### config.mk
export PLATFORM = sky130hd
export DESIGN_NAME = rqbv_sqrt
export DESIGN_NICKNAME = d
export VERILOG_FILES = /design/src/hdl/rotation_quaternion_between_vectors_macros.svh /design/src/hdl/rqbv_sqrt.sv
export SDC_FILE = /design/constraint.sdc
export NUM_CORES = 2
export LEC_CHECK = 0
export BUFFER_PORTS_ARGS = -buffer_cell sky130_fd_sc_hd__buf_2
export CORE_ASPECT_RATIO = 1.1
export CORE_MARGIN = 3
export CORE_UTILIZATION = 44
export DETAILED_ROUTE_END_ITERATION = 6
export PLACE_DENSITY = 0.69
export SLEW_MARGIN = 20
export SYNTH_ARGS = -nofsm -noshare
export SYNTH_HDL_FRONTEND = slang
export SYNTH_SLANG_ARGS = --single-unit
### constraint.sdc
create_clock -name clock -period 6.8 [get_ports clock]
set_input_delay 1.36 -clock clock [delete_from_list [all_inputs] [get_ports clock]]
set_output_delay 1.36 -clock clock [all_outputs]
set_load 0.005 [all_outputs]
### src/hdl/rotation_quaternion_between_vectors_macros.svh
// Assertion macros used by the top-level RTL file of the quaternion block.
// Each macro expects signals named clock and reset in the scope where it is used.
`ifndef ROTATION_QUATERNION_BETWEEN_VECTORS_MACROS_SVH
`define ROTATION_QUATERNION_BETWEEN_VECTORS_MACROS_SVH
`ifndef NO_ASSERTIONS
// Checks a property on every clock edge outside of reset.
`define RQBV_ASSERT(label, prop, msg) \
   label: assert property (@(posedge clock) disable iff (reset) prop) else $error(msg);
// Checks a property on every clock edge, reset included.
`define RQBV_ASSERT_ALWAYS(label, prop, msg) \
   label: assert property (@(posedge clock) prop) else $error(msg);
`else
`define RQBV_ASSERT(label, prop, msg)
`define RQBV_ASSERT_ALWAYS(label, prop, msg)
`endif
`endif

### src/hdl/rqbv_sqrt.sv
module rqbv_sqrt #(
   parameter int unsigned IN_W = 62
) (
   input  logic              clock,
   input  logic              en,
   input  logic [IN_W-1:0]   radicand,
   output logic [IN_W/2-1:0] root
);

   localparam int unsigned RT_W  = IN_W / 2;
   localparam int unsigned REM_W = RT_W + 4;

   logic [REM_W-1:0] rem_ff  [RT_W];
   logic [RT_W-1:0]  root_ff [RT_W];
   logic [IN_W-1:0]  bits_ff [RT_W];

   // One root bit per stage: bring down two radicand bits and try the next digit.
   for (genvar j = 0; j < RT_W; j++) begin : g_step
      logic [REM_W-1:0] rem_p;
      logic [REM_W-1:0] r2;
      logic [REM_W-1:0] trial;
      logic [RT_W-1:0]  root_p;
      logic [IN_W-1:0]  bits_p;
      logic [REM_W-1:0] rem_in;
      logic [RT_W-1:0]  root_in;
      logic [IN_W-1:0]  bits_in;

      if (j == 0) begin : g_first
         assign rem_p  = '0;
         assign root_p = '0;
         assign bits_p = radicand;
      end else begin : g_next
         assign rem_p  = rem_ff[j-1];
         assign root_p = root_ff[j-1];
         assign bits_p = bits_ff[j-1];
      end

      assign r2    = {rem_p[REM_W-3:0], bits_p[IN_W-1:IN_W-2]};
      assign trial = REM_W'({root_p, 2'b01});

      always_comb begin
         bits_in = {bits_p[IN_W-3:0], 2'b00};
         if (r2 >= trial) begin
            rem_in  = r2 - trial;
            root_in = {root_p[RT_W-2:0], 1'b1};
         end else begin
            rem_in  = r2;
            root_in = {root_p[RT_W-2:0], 1'b0};
         end
      end

      always_ff @(posedge clock) begin
         if (en) begin
            rem_ff[j]  <= rem_in;
            root_ff[j] <= root_in;
            bits_ff[j] <= bits_in;
         end
      end
   end

   assign root = root_ff[RT_W-1];

endmodule

## Word level (Yosys, flattened, before mapping)

Memories as Yosys holds them, arrays and structs flattened.
Index checks and enable logic that the tools add are counted.

| word-level totals | value |
|---|---|
| register bits | 0 |
| latch bits | 0 |
| RAM bits | 3906 |
| bits in read-only memories | 0 |
| bits of input ports | 64 |
| output and inout port bits | 31 |
| logic and storage cells | 129 |
| memories kept | 3 |

Memories:

| memory | words | bits a word | read ports | clocked after Yosys merged registers in | write ports | RTL line | RTL |
|---|---|---|---|---|---|---|---|
| bits_ff | 31 | 60 | 30 | 0 | 31 | rqbv_sqrt.sv:15 | `logic [IN_W-1:0] bits_ff [RT_W];` |
| rem_ff | 31 | 35 | 30 | 0 | 31 | rqbv_sqrt.sv:13 | `logic [REM_W-1:0] rem_ff [RT_W];` |
| root_ff | 31 | 31 | 31 | 0 | 31 | rqbv_sqrt.sv:14 | `logic [RT_W-1:0] root_ff [RT_W];` |

| operators by class | value |
|---|---|
| add/subtract/negate cells | 31 |
| multiply operators | 0 |
| divide/modulo/power cells | 0 |
| magnitude comparators | 31 |
| equality and inequality tests | 0 |
| shift-type cells | 0 |
| multiplexer cells | 64 |
| bitwise logic cells | 0 |
| reductions and logical operators | 0 |

Operators with widths:

| operator | number |
|---|---|
| 2-to-1 mux 35 bit | 31 |
| >= comparator 35 x 33 -> 1 bit | 30 |
| subtractor 35 x 33 -> 35 bit | 30 |
| 2-to-1 mux 1 bit | 33 |
| subtractor 2 x 1 -> 3 bit, second input constant | 1 |
| >= comparator 2 x 1 -> 1 bit, second input constant | 1 |

## Longest topological paths before layout

An unclocked memory read counts as a cell.

| logic depth | value |
|---|---|
| word-level depth | 3 |
| gate-level depth with buffers | 15 |
| gate-level depth less buffers | 13 |

## Worst setup path after synthesis

No wires, ideal clock.

| timing | value |
|---|---|
| kind | flip-flop to flip-flop |
| start | memory rem_ff[1][420] (netlist bit) |
| end | memory rem_ff[1][487] (netlist bit) (data pin) |
| setup time | 0.260 ns |
| data arrival time | 3.120 ns |
| required time | 6.540 ns |
| setup slack | 3.420 ns |
| cell stages (with the launch flop) | 11 |
| path buffers | 0 |
| clock period less this slack | 3.380 ns |
| cell sequence | edfxtp_1 ha_1 nor2b_1 o31a_1 or4b_2 a31oi_1 a211o_1 a31oi_1 or3b_2 a31oi_1 mux2_2 |

RTL lines:

| what | RTL line |
|---|---|
| from (decl) | rqbv_sqrt.sv:13 |

==> summary.md <==
| Metric | Value |
|---|---|
| Grt peak-use layer | met2 |
| # port buffers | 94 |
| Leak | 46.8 nW |
| Largest net degree at the start of global routing | 191 |
| Fraction of layout cells with a size suffix above 1 | 0.0768 |
| Post-DR wirelength/cell | 17.9 um |
| Post-Syn Area | 110000 um2 |
| Number of core rows | 191 |
| Sequential fraction of design power | 0.479 |
| TNS Setup | 0 ns |
| Maximum VDD drop | 0.222 mV |
| Critical path startpoint category | flip-flop |
| Part of the power in combinational logic | 0.195 |
| Fin. Hold Viols | 0 |
| Top-area cell type share of the netlist area | 0.646 |
| HP Start | bits_ff[0][592] |
| GRT Util Overall | 0.169 |
| Top cells by area, synth | edfxtp_1, ha_1, xnor2_1 |
| CTS root buf | clkbuf_16 |
| CTS Hold Buffers Added | 0 |
| Final slew viol count | 0 |
| Fin nets | 9350 |
| DP Area | 115000 um2 |
| Average size of a mapped cell | 12.9 um2 |
| DR iter-0 viols | 4356 |
| CTS Sinks | 2367 |
| Slew @ Worst Pin | 1.18 ns |
| DIE HEIGHT | 530 um |
| Setup WS pre-CTS | 2.60 ns |
| Reg2Reg Depth | 11 |
| Setup crit end kind | flip-flop |
| Number of max-cap violations | 0 |
| Post-synth EDFFs | 2367 |
| Setup bufs post-CTS | 0 |
| Clock latency on the worst-skew pair | 0.89 ns |
| Final worst-path cycle share | 0.634 |
| Clock Skew | 0.0553 ns |
| Ys async rst share | 0 |
| Clk slew on worst S/H paths | 0.06 ns |
| Initial antenna violation count | 1 |
| CTS tree | done |
| Max frequency | 232 MHz |
| Worst reg2reg setup slack | 2.49 ns |
| Ports | 95 |
| Commonest non-fill, non-tap cell in the layout | edfxtp_1 |
| Final WS setup | 2.49 ns |
| Post-CTS Resized | 0 |
| WL final | 219000 um |
| Min-delay worst type | flip-flop to flip-flop |
| P_sw | 0.0114 W |
| Met2 GRT Util | 0.309 |
| Vias in the first global route | 65600 |
| Diodes inserted | 0 |
| Hold depth | 0 |
| CP Data Arrival Time | 4.92 ns |
| Final non-filler cell area | 123000 um2 |
| M3 GR Usage | 0.0235 |
| Worst hold margin | 0.370 ns |
| Switching share of power | 0.277 |
| Yosys reg bits | 2367 |
| Slew Limit Headroom | 0.210 |
| Setup Crit Path Kind | flip-flop to flip-flop |
| Yosys warning count | 0 |
| Die W | 483 um |
| Top_reg_cell synth | edfxtp_1 |
| Antenna Nets Post-Route | 0 |
| Crit Path Max Fanout | 33 |
| RD Place Congestion | 0.898 |
| Core area | 247000 um2 |
| Syn_nets | 9112 |
| Vias per cell | 5.33 |
| GRT met1 Usage | 0.202 |
| Cell type with the highest aggregate area in the netlist | edfxtp_1 |
| Pwr/cell area | 334 nW/um2 |
| H-tree depth | 4 |
| Worst R2R Start | rem_ff[1][421] |
| Clk pwr share | 0.326 |
| Vias | 65200 |
| RSZ-0062 raised after global routing | no |
| First-pass GRT wire length | 350000 um |
| Sequential cell area fraction in the yosys report | 0.646 |
| Outcome | finished, violations left |
| Netlist cell types | 94 |
| Syn-to-layout area delta | 11.7% |
| Most frequent cells in the layout | edfxtp_1, inv_1, nand2_1 |
| Gate Count Post-Synth | 8520 |
| Cell Int Power | 0.0297 W |
| Hold endpoint | bits_ff[0][654] |
| Clock Tree Buf Depth | 4 |
| Grt total ovfl | 0 |
| Total CTS buffers | 247 |
| DRT Pass-1 Iters | 7 |
| Initial Util | 0.445 |
| Final setup vio count | 0 |
| WP data required | 7.41 ns |
| DP HPWL | 158000 um |
| Die area | 256000 um2 |
| Drt drc | 5 |
| Failing checks | design-rule violations |
| R2R Path End | rem_ff[1][459] |
| Post-layout minimum cycle time | 4.31 ns |
[synthesized netlist by cell type (all sizes together) (36+ instances only)]
master     n
xnor2    396
a211oi    36
nor4      98
o211ai    39
clkbuf   156
a31oi     52
nor2     557
inv      658
nand2b   103
or2       39
or4       52
o21bai    50
o21ai    458
o31ai     52
ha       528
nor2b     79
nand2    594
o21a      88
nand4     82
a21o     234
xor2     381
a21oi    538
nand3    146
nor3     204
or3      104
mux2      74
and3      44
edfxtp  2367
[metal layers]
metal,up-vias,part of all wire,routed length (um)
li1,31900,-,-
met1,31500,0.40,88100
met2,1380,0.52,114000
met3,447,0.039,8430
met4,0,0.037,8190
met5,-,0,0
[layout make-up]
type | count | area (um2)
Timing Repair Buffer | 161 | 1190
Inverter | 660 | 2480
Sequential cell | 2367 | 71100
Multi-Input combinational cell | 5321 | 35900
Fill cell | 21100 | 125000
Tap cell | 3281 | 4110
Clock inverter | 167 | 1730
Clock buffer | 285 | 6370
[cell families after synthesis]
logic type                 Yosys count  share of synthesized area
muxes                               84                    0.00849
DFF                               2367                      0.646
AOI/OAI and AO/OA                 1721                     0.0965
xor gates and xnor gates           777                     0.0619
adders and majority gates          528                     0.0601
buffers and inverters              832                     0.0285
and+or+nand+nor                   2210                     0.0985
other                                1                  0.0000341
[worst max-delay path, stage by stage, from the launching register on]
cell and delay [ns]:
edfxtp_1 0.39, ha_1 0.39, a21oi_1 0.20, a21oi_1 0.10
a211oi_1 0.47, o21ai_0 0.29, a31oi_1 0.39, o41a_1 0.33
a21oi_1 0.18, nor2_4 0.54, buf_4 0.38, mux2_2 0.38
[power by group through the flow]
stage                     sequential (W)  combinational (W)  clock (W)
after floorplan                   0.0193            0.00602          0
after global placement            0.0200            0.00780          0
after detailed placement          0.0200            0.00794          0
after CTS                         0.0197            0.00800     0.0138
after global routing              0.0198            0.00897     0.0144
final                             0.0197            0.00800     0.0134
[sequential cells by signal (all words and copies together), names as in the netlist]
signal,cells
rem_ff,941
root_ff,496
bits_ff,930
[how the worst max path moves through the flow]
stage	startpoint	endpoint	slack [ns]
2_1_floorplan	rem_ff[1][420]	rem_ff[1][487]	3.42
3_3_place_gp	rem_ff[1][421]	rem_ff[1][459]	2.69
3_5_place_dp	rem_ff[1][421]	rem_ff[1][459]	2.60
4_1_cts	rem_ff[1][421]	rem_ff[1][459]	2.58
5_1_grt	rem_ff[1][421]	rem_ff[1][459]	2.13
6_report	rem_ff[1][421]	rem_ff[1][459]	2.49
[metrics by stage]
step | power (W) | utilization | instances
global route | 0.0432 | 0.497 | 12200
CTS | 0.0415 | 0.497 | 12200
detailed placement | 0.0279 | 0.464 | 11800
floorplan | 0.0253 | - | 8520
finish | 0.0410 | 0.497 | 12200
global placement | 0.0278 | 0.464 | 11800
(Power assumes the default switching activity.)
