[src/hdl/rotation_quaternion_between_vectors_macros.svh]
// Assertion macros used by the top-level RTL file of the quaternion block.
// Each macro expects signals named clock and reset in the scope where it is used.
`ifndef ROTATION_QUATERNION_BETWEEN_VECTORS_MACROS_SVH
`define ROTATION_QUATERNION_BETWEEN_VECTORS_MACROS_SVH
`ifndef NO_ASSERTIONS
// Checks a property on every clock edge outside of reset.
`define RQBV_ASSERT(label, prop, msg) \
   label: assert property (@(posedge clock) disable iff (reset) prop) else $error(msg);
// Checks a property on every clock edge, reset included.
`define RQBV_ASSERT_ALWAYS(label, prop, msg) \
   label: assert property (@(posedge clock) prop) else $error(msg);
`else
`define RQBV_ASSERT(label, prop, msg)
`define RQBV_ASSERT_ALWAYS(label, prop, msg)
`endif
`endif

[src/hdl/rqbv_div.sv]
module rqbv_div #(
   parameter int unsigned NUM_W = 61,
   parameter int unsigned DEN_W = 31,
   parameter int unsigned QW    = 32
) (
   input  logic                clock,
   input  logic                en,
   input  logic [NUM_W-1:0]    num,
   input  logic [DEN_W-1:0]    den,
   input  logic                neg,
   output logic signed [QW:0]  quot
);

   // The caller guarantees that the upper numerator bits are below the divisor.
   logic [DEN_W-1:0] rem_ff [QW];
   logic [QW-1:0]    low_ff [QW];
   logic [DEN_W-1:0] den_ff [QW];
   logic             neg_ff [QW];
   logic signed [QW:0] quot_ff;
   logic signed [QW:0] quot_in;

   // One quotient bit per stage; quotient bits fill the word as numerator bits leave.
   for (genvar j = 0; j < QW; j++) begin : g_step
      logic [DEN_W-1:0] rem_p;
      logic [QW-1:0]    low_p;
      logic [DEN_W-1:0] den_p;
      logic             neg_p;
      logic [DEN_W:0]   r2;
      logic [DEN_W-1:0] rem_in;
      logic [QW-1:0]    low_in;

      if (j == 0) begin : g_first
         assign rem_p = DEN_W'(num[NUM_W-1:QW]);
         assign low_p = num[QW-1:0];
         assign den_p = den;
         assign neg_p = neg;
      end else begin : g_next
         assign rem_p = rem_ff[j-1];
         assign low_p = low_ff[j-1];
         assign den_p = den_ff[j-1];
         assign neg_p = neg_ff[j-1];
      end

      assign r2 = {rem_p, low_p[QW-1]};

      always_comb begin
         if (r2 >= {1'b0, den_p}) begin
            rem_in = DEN_W'(r2 - {1'b0, den_p});
            low_in = {low_p[QW-2:0], 1'b1};
         end else begin
            rem_in = r2[DEN_W-1:0];
            low_in = {low_p[QW-2:0], 1'b0};
         end
      end

      always_ff @(posedge clock) begin
         if (en) begin
            rem_ff[j] <= rem_in;
            low_ff[j] <= low_in;
            den_ff[j] <= den_p;
            neg_ff[j] <= neg_p;
         end
      end
   end

   // Apply the sign of the numerator to the magnitude quotient.
   assign quot_in = neg_ff[QW-1] ? -$signed({1'b0, low_ff[QW-1]})
                                 : $signed({1'b0, low_ff[QW-1]});

   always_ff @(posedge clock) begin
      if (en) begin
         quot_ff <= quot_in;
      end
   end

   assign quot = quot_ff;

endmodule

[config.mk]
export PLATFORM = sky130hd
export DESIGN_NAME = rqbv_div
export DESIGN_NICKNAME = d
export VERILOG_FILES = /design/src/hdl/rotation_quaternion_between_vectors_macros.svh /design/src/hdl/rqbv_div.sv
export SDC_FILE = /design/constraint.sdc
export NUM_CORES = 2
export LEC_CHECK = 0
export BUFFER_PORTS_ARGS = -buffer_cell sky130_fd_sc_hd__buf_2
export CORE_ASPECT_RATIO = 1.2
export CORE_MARGIN = 2
export CORE_UTILIZATION = 29
export DETAILED_ROUTE_END_ITERATION = 8
export HOLD_SLACK_MARGIN = 0.06
export MAX_ROUTING_LAYER = met4
export RECOVER_POWER = 25
export SLEW_MARGIN = 20
export SYNTH_ARGS = -nofsm -noshare
export SYNTH_HDL_FRONTEND = slang
export SYNTH_SLANG_ARGS = --single-unit
[constraint.sdc]
create_clock -name clock -period 5.15 [get_ports clock]
set_input_delay 1.03 -clock clock [delete_from_list [all_inputs] [get_ports clock]]
set_output_delay 1.03 -clock clock [all_outputs]
set_load 0.01 [all_outputs]
==> After elaboration in Yosys (flattened, before gate mapping) <==
Memory sizes are Yosys's and may differ from the RTL's.
Cells that the tools add are included.
{ "word_totals": {"reg_bits": 33, "latch_bits": 0, "mem_bits_rw": 3040, "mem_bits_ro": 0, "in_bits": 95, "out_inout_bits": 33, "elab_cells": 138, "n_memories": 4} }
{ "op_classes": {"n_addsub": 33, "mul": 0, "div": 0, "magnitude_cmp": 32, "eq_ne": 0, "shift": 0, "n_mux": 67, "n_bitwise": 0, "n_reduce_logical": 0} }
{ "memory_table": {"columns": ["name", "words", "width", "rd", "rd_clocked_by_memory_dff", "write_ports", "line_no", "source"], "rows": [
  ["low_ff", 32, 32, 32, 0, 32, "rqbv_div.sv:16", "logic [QW-1:0] low_ff [QW];"],
  ["den_ff", 32, 31, 31, 0, 32, "rqbv_div.sv:17", "logic [DEN_W-1:0] den_ff [QW];"],
  ["rem_ff", 32, 31, 31, 0, 32, "rqbv_div.sv:15", "logic [DEN_W-1:0] rem_ff [QW];"],
  ["neg_ff", 32, 1, 32, 0, 32, "rqbv_div.sv:18", "logic neg_ff [QW];"]
]} }
{ "op_table": {"columns": ["cell", "count"], "rows": [
  ["$ge A32 B31 Y1", 31],
  ["$mux W31", 32],
  ["$sub A31 B31 Y31", 31],
  ["$mux W1", 34],
  ["$neg A32 Y33", 1],
  ["$mux W32", 1],
  ["$ge A30 B31 Y1", 1],
  ["$sub A30 B31 Y31", 1]
]} }

==> Logic depth before layout (Yosys ltp) <==
An unclocked memory read counts as a cell.
{ "depth": {"ltp_word": 3, "ltp_mapped": 16, "ltp_nobuf": 15} }

==> Least setup slack after synthesis <==
No wires, ideal clock.
{ "synth_timing": {"path_type": "input -> register", "startpoint": "input port den[16]", "endpoint": "memory rem_ff[0][19] (data pin)", "setup_time_ns": 0.260, "arrival_time_ns": 3.745, "t_required_ns": 4.890, "path_slack_ns": 1.145, "path_stages": 13, "path_buffers": 2, "cell_sequence": "inv_1 > ha_1 > clkbuf_1 > a21o_1 > a21o_1 > a21o_1 > nor2_1 > nor4b_1 > o31ai_1 > a221o_1 > a31oi_1 > buf_2 > mux2_2"} }
{ "synth_rtl": {"columns": ["item", "line_no", "source"], "rows": [
  ["start, declared", "rqbv_div.sv:9", "input logic [DEN_W-1:0] den,"],
  ["end, declared", "rqbv_div.sv:15", null]
]} }

==> results.yml <==
status:
  status: "finished clean"
pwr:
  swShare: 0.355
  p_per_area_nw_per_um2: 606
  ir_worst_vdd_mv: 0.348
  p_seq_frac: 0.360
  p_comb_frac: 0.417
  intPower_w: 0.0677
  power.leakage_nw: 68.4
  clockPowerShare: 0.224
  netSwitchingPower_w: 0.0372
logic_synthesis:
  synth_edf_count: 3011
  ys_types: 93
  ys.flop_type: "edfxtp_1"
  ys_seq_area_frac: 0.595
  synth_warnings: 0
  async_reset_ff_frac: 0
  syn_inst: 12500
  ys_ff_latch: 3011
  synth_nets: 13600
  yosys-top-cells-area: "edfxtp_1, ha_1, inv_1"
  synth_largest_area_cell: "edfxtp_1"
  netlist_area_um2: 152000
  avgSynthCellArea_um2: 12.2
  synth_top_area_frac: 0.595
setup_path:
  cp-end-kind: "flip-flop"
  reg2regPathDepth: 14
  arrival_ps: 5220
  critical_path_class: "flip-flop to flip-flop"
  startpoint_type: "flip-flop"
  path_max_fanout: 32
  cp.required_ps: 5790
sta:
  hold_viol_final: 0
  clock_skew_ps: 50.8
  worstMarginPinSlew_ps: 1010
  setup_slack_ps: 570
  period_minus_slack_ps: 4580
  fmax_mhz: 218
  finalMaxSlewViolations: 0
  relSlewSlack: 0.319
  setup_viol: 0
  finalSetupTns_ps: 0
  rsz0062_at_grt: "false"
  period_share: 0.889
routing:
  dr.first_iter.drc_count: 4081
  wl_per_cell_um: 15.3
  drtPass1Iterations: 5
  viasPerCell: 4.67
  routed_wl_um: 307000
  drc: 0
  ant_nets: 0
  via_count: 93600
min_path:
  hold_path_depth: 1
  worstHoldPathType: "primary input to flip-flop"
floorplanning:
  dieArea_um2: 530000
  initial_core_util: 0.291
  die_h_um: 797
  io_pins: 128
  core_area_um2: 523000
  num_rows: 291
  die_w_um: 665
grt:
  grt_pass1_wl_um: 485000
  grt_overflow: 0
  antenna_found_initial: 18
  grt_use_total: 0.115
  grt_pass1_vias: 96500
  grt_max_degree: 153
clocking:
  ctsRootBufferMaster: "clkbuf_16"
  clk_path_buf_depth: 4
  htree_levels: 5
  clk_pin_slew_ps: 60
  insertion_delay_ps: 930
  cts.hold.buffers_added: 0
  cts_setup_buffers: 0
  clock-sinks: 3011
  cts-buffers-inserted: 351
  cts_resized: 0
  cts_tree: "built"
placed_design:
  place_inst: 19400
  hpwl_um: 228000
  pre_cts_ws_ps: 236
  place_congestion: 0.905
  io_buffers: 127
finish:
  multi_input_area_um2: 56100
  area.sequential_um2: 90400
  areaGrowthSynthToFinish_pct: 13.8
  finalNetCount: 14000
  final_cell_count_no_fill: 20000
  layout-drive-gt1-share: 0.0854
  fill_cells: 51500
run:
  maxCapViolations: 0
-- worst paths after layout --
path	endpoint	slack, ps	startpoint
setup / recovery	rem_ff[0][353]	570	den_ff[0][310]
hold / removal	low_ff[0][2]	300	num[1]
setup reg to reg	rem_ff[0][353]	570	den_ff[0][310]
hold reg to reg	low_ff[0][98]	390	low_ff[0][65]
-- routing by layer --
layer / global-route usage / wire [um]
met1: 0.0979 / 104000
met5: - / 0
met3: 0.0144 / 8710
met2: 0.232 / 175000
met4: 0.0688 / 19700
-- layout make-up --
class	instances	share of cell area
Sequential cell	3011	0.522
Multi-Input combinational cell	7952	0.324
Clock buffer	432	0.0531
Tap cell	6885	0.0498
Inverter	1252	0.0272
Timing Repair Buffer	299	0.0132
Clock inverter	195	0.00972
Antenna cell	21	0.000304
-- registers in the layout (all words and copies together) (netlist names) --
| signal | count |
|---|---|
| rem_ff | 961 |
| low_ff | 1024 |
| neg_ff | 32 |
| den_ff | 961 |
| quot | 33 |
-- cells in the final DEF, fill, tap and decap left out, types with 27 or more instances in the layout --
cell       instances
ha_1             992
buf_2             91
fa_1              31
o21bai_1         101
nand4_1          154
buf_12            32
o31ai_1           83
nand2_1          876
a31oi_1          111
a21boi_0          38
or3_1             53
nand2b_1         125
clkinv_2          54
o21ai_0          786
xnor2_1          488
nor2_1           661
clkbuf_16        356
buf_4            141
nor3_1           149
o211ai_1          47
o21a_1           124
nor2b_1          155
inv_1           1250
a211o_1           31
xor2_1           343
a211oi_1          71
nand3_1          159
nor4_1            34
clkinv_1          86
and3_1            92
and4_1            27
and2_1            37
mux2_2           284
clkbuf_1         111
a21o_1           559
a21oi_1          929
edfxtp_1        3011
-- through the flow --
step	area [um2]	util	total power, W	hold slack, ps
global placement	162000	0.310	0.0810	400
floorplan	152000	-	0.0705	400
detailed placement	162000	0.310	0.0817	405
global route	173000	0.331	0.112	211
finish	173000	0.331	0.105	297
CTS	173000	0.331	0.106	175
-- power by group through the flow --
stage	clock network [W]	logic, W	registers [W]
final	0.0235	0.0437	0.0377
after global routing	0.0253	0.0486	0.0383
after CTS	0.0244	0.0437	0.0377
after detailed placement	0	0.0435	0.0382
after global placement	0	0.0429	0.0382
after floorplan	0	0.0333	0.0372
-- worst max-delay path, cell delays in order (launching register included) --
cell      delay (ps)
edfxtp_1         380
ha_1             220
fa_1             410
nor2b_1          120
o21ai_0          100
a21oi_1          230
o21ai_0          140
a21boi_1         260
o21ai_0          310
o21ai_1          670
o21a_1           220
nor2_1            80
o41ai_4          310
buf_4            430
mux2_2           390
-- cell families (layout without fill, tap and decap cells) --
| kind of cell | count (synthesis) | after routing | synth area share |
|---|---|---|---|
| and+or+nand+nor | 2635 | 2635 | 0.0822 |
| AOI/OAI and AO/OA | 3158 | 3158 | 0.130 |
| other | 0 | 21 | 0 |
| DFF | 3011 | 3011 | 0.595 |
| xor gates and xnor gates | 831 | 831 | 0.0479 |
| adders and majority gates | 1023 | 1023 | 0.0857 |
| muxes | 305 | 305 | 0.0224 |
| buffers and inverters | 1510 | 2178 | 0.0376 |
-- cell usage after synthesis, drive strengths merged, types with 37 or more instances --
library cell	number
a211oi	74
a21boi	40
a21o	559
a21oi	930
a31oi	115
and2	37
and3	92
buf	51
clkbuf	207
edfxtp	3011
ha	992
inv	1251
mux2	284
nand2	879
nand2b	128
nand3	160
nand4	154
nor2	661
nor2b	155
nor3	149
nor4	37
o211ai	47
o21a	124
o21ai	807
o21bai	102
o31ai	86
or3	56
xnor2	488
xor2	343
No activity file was read; power rests on OpenSTA's default activity.
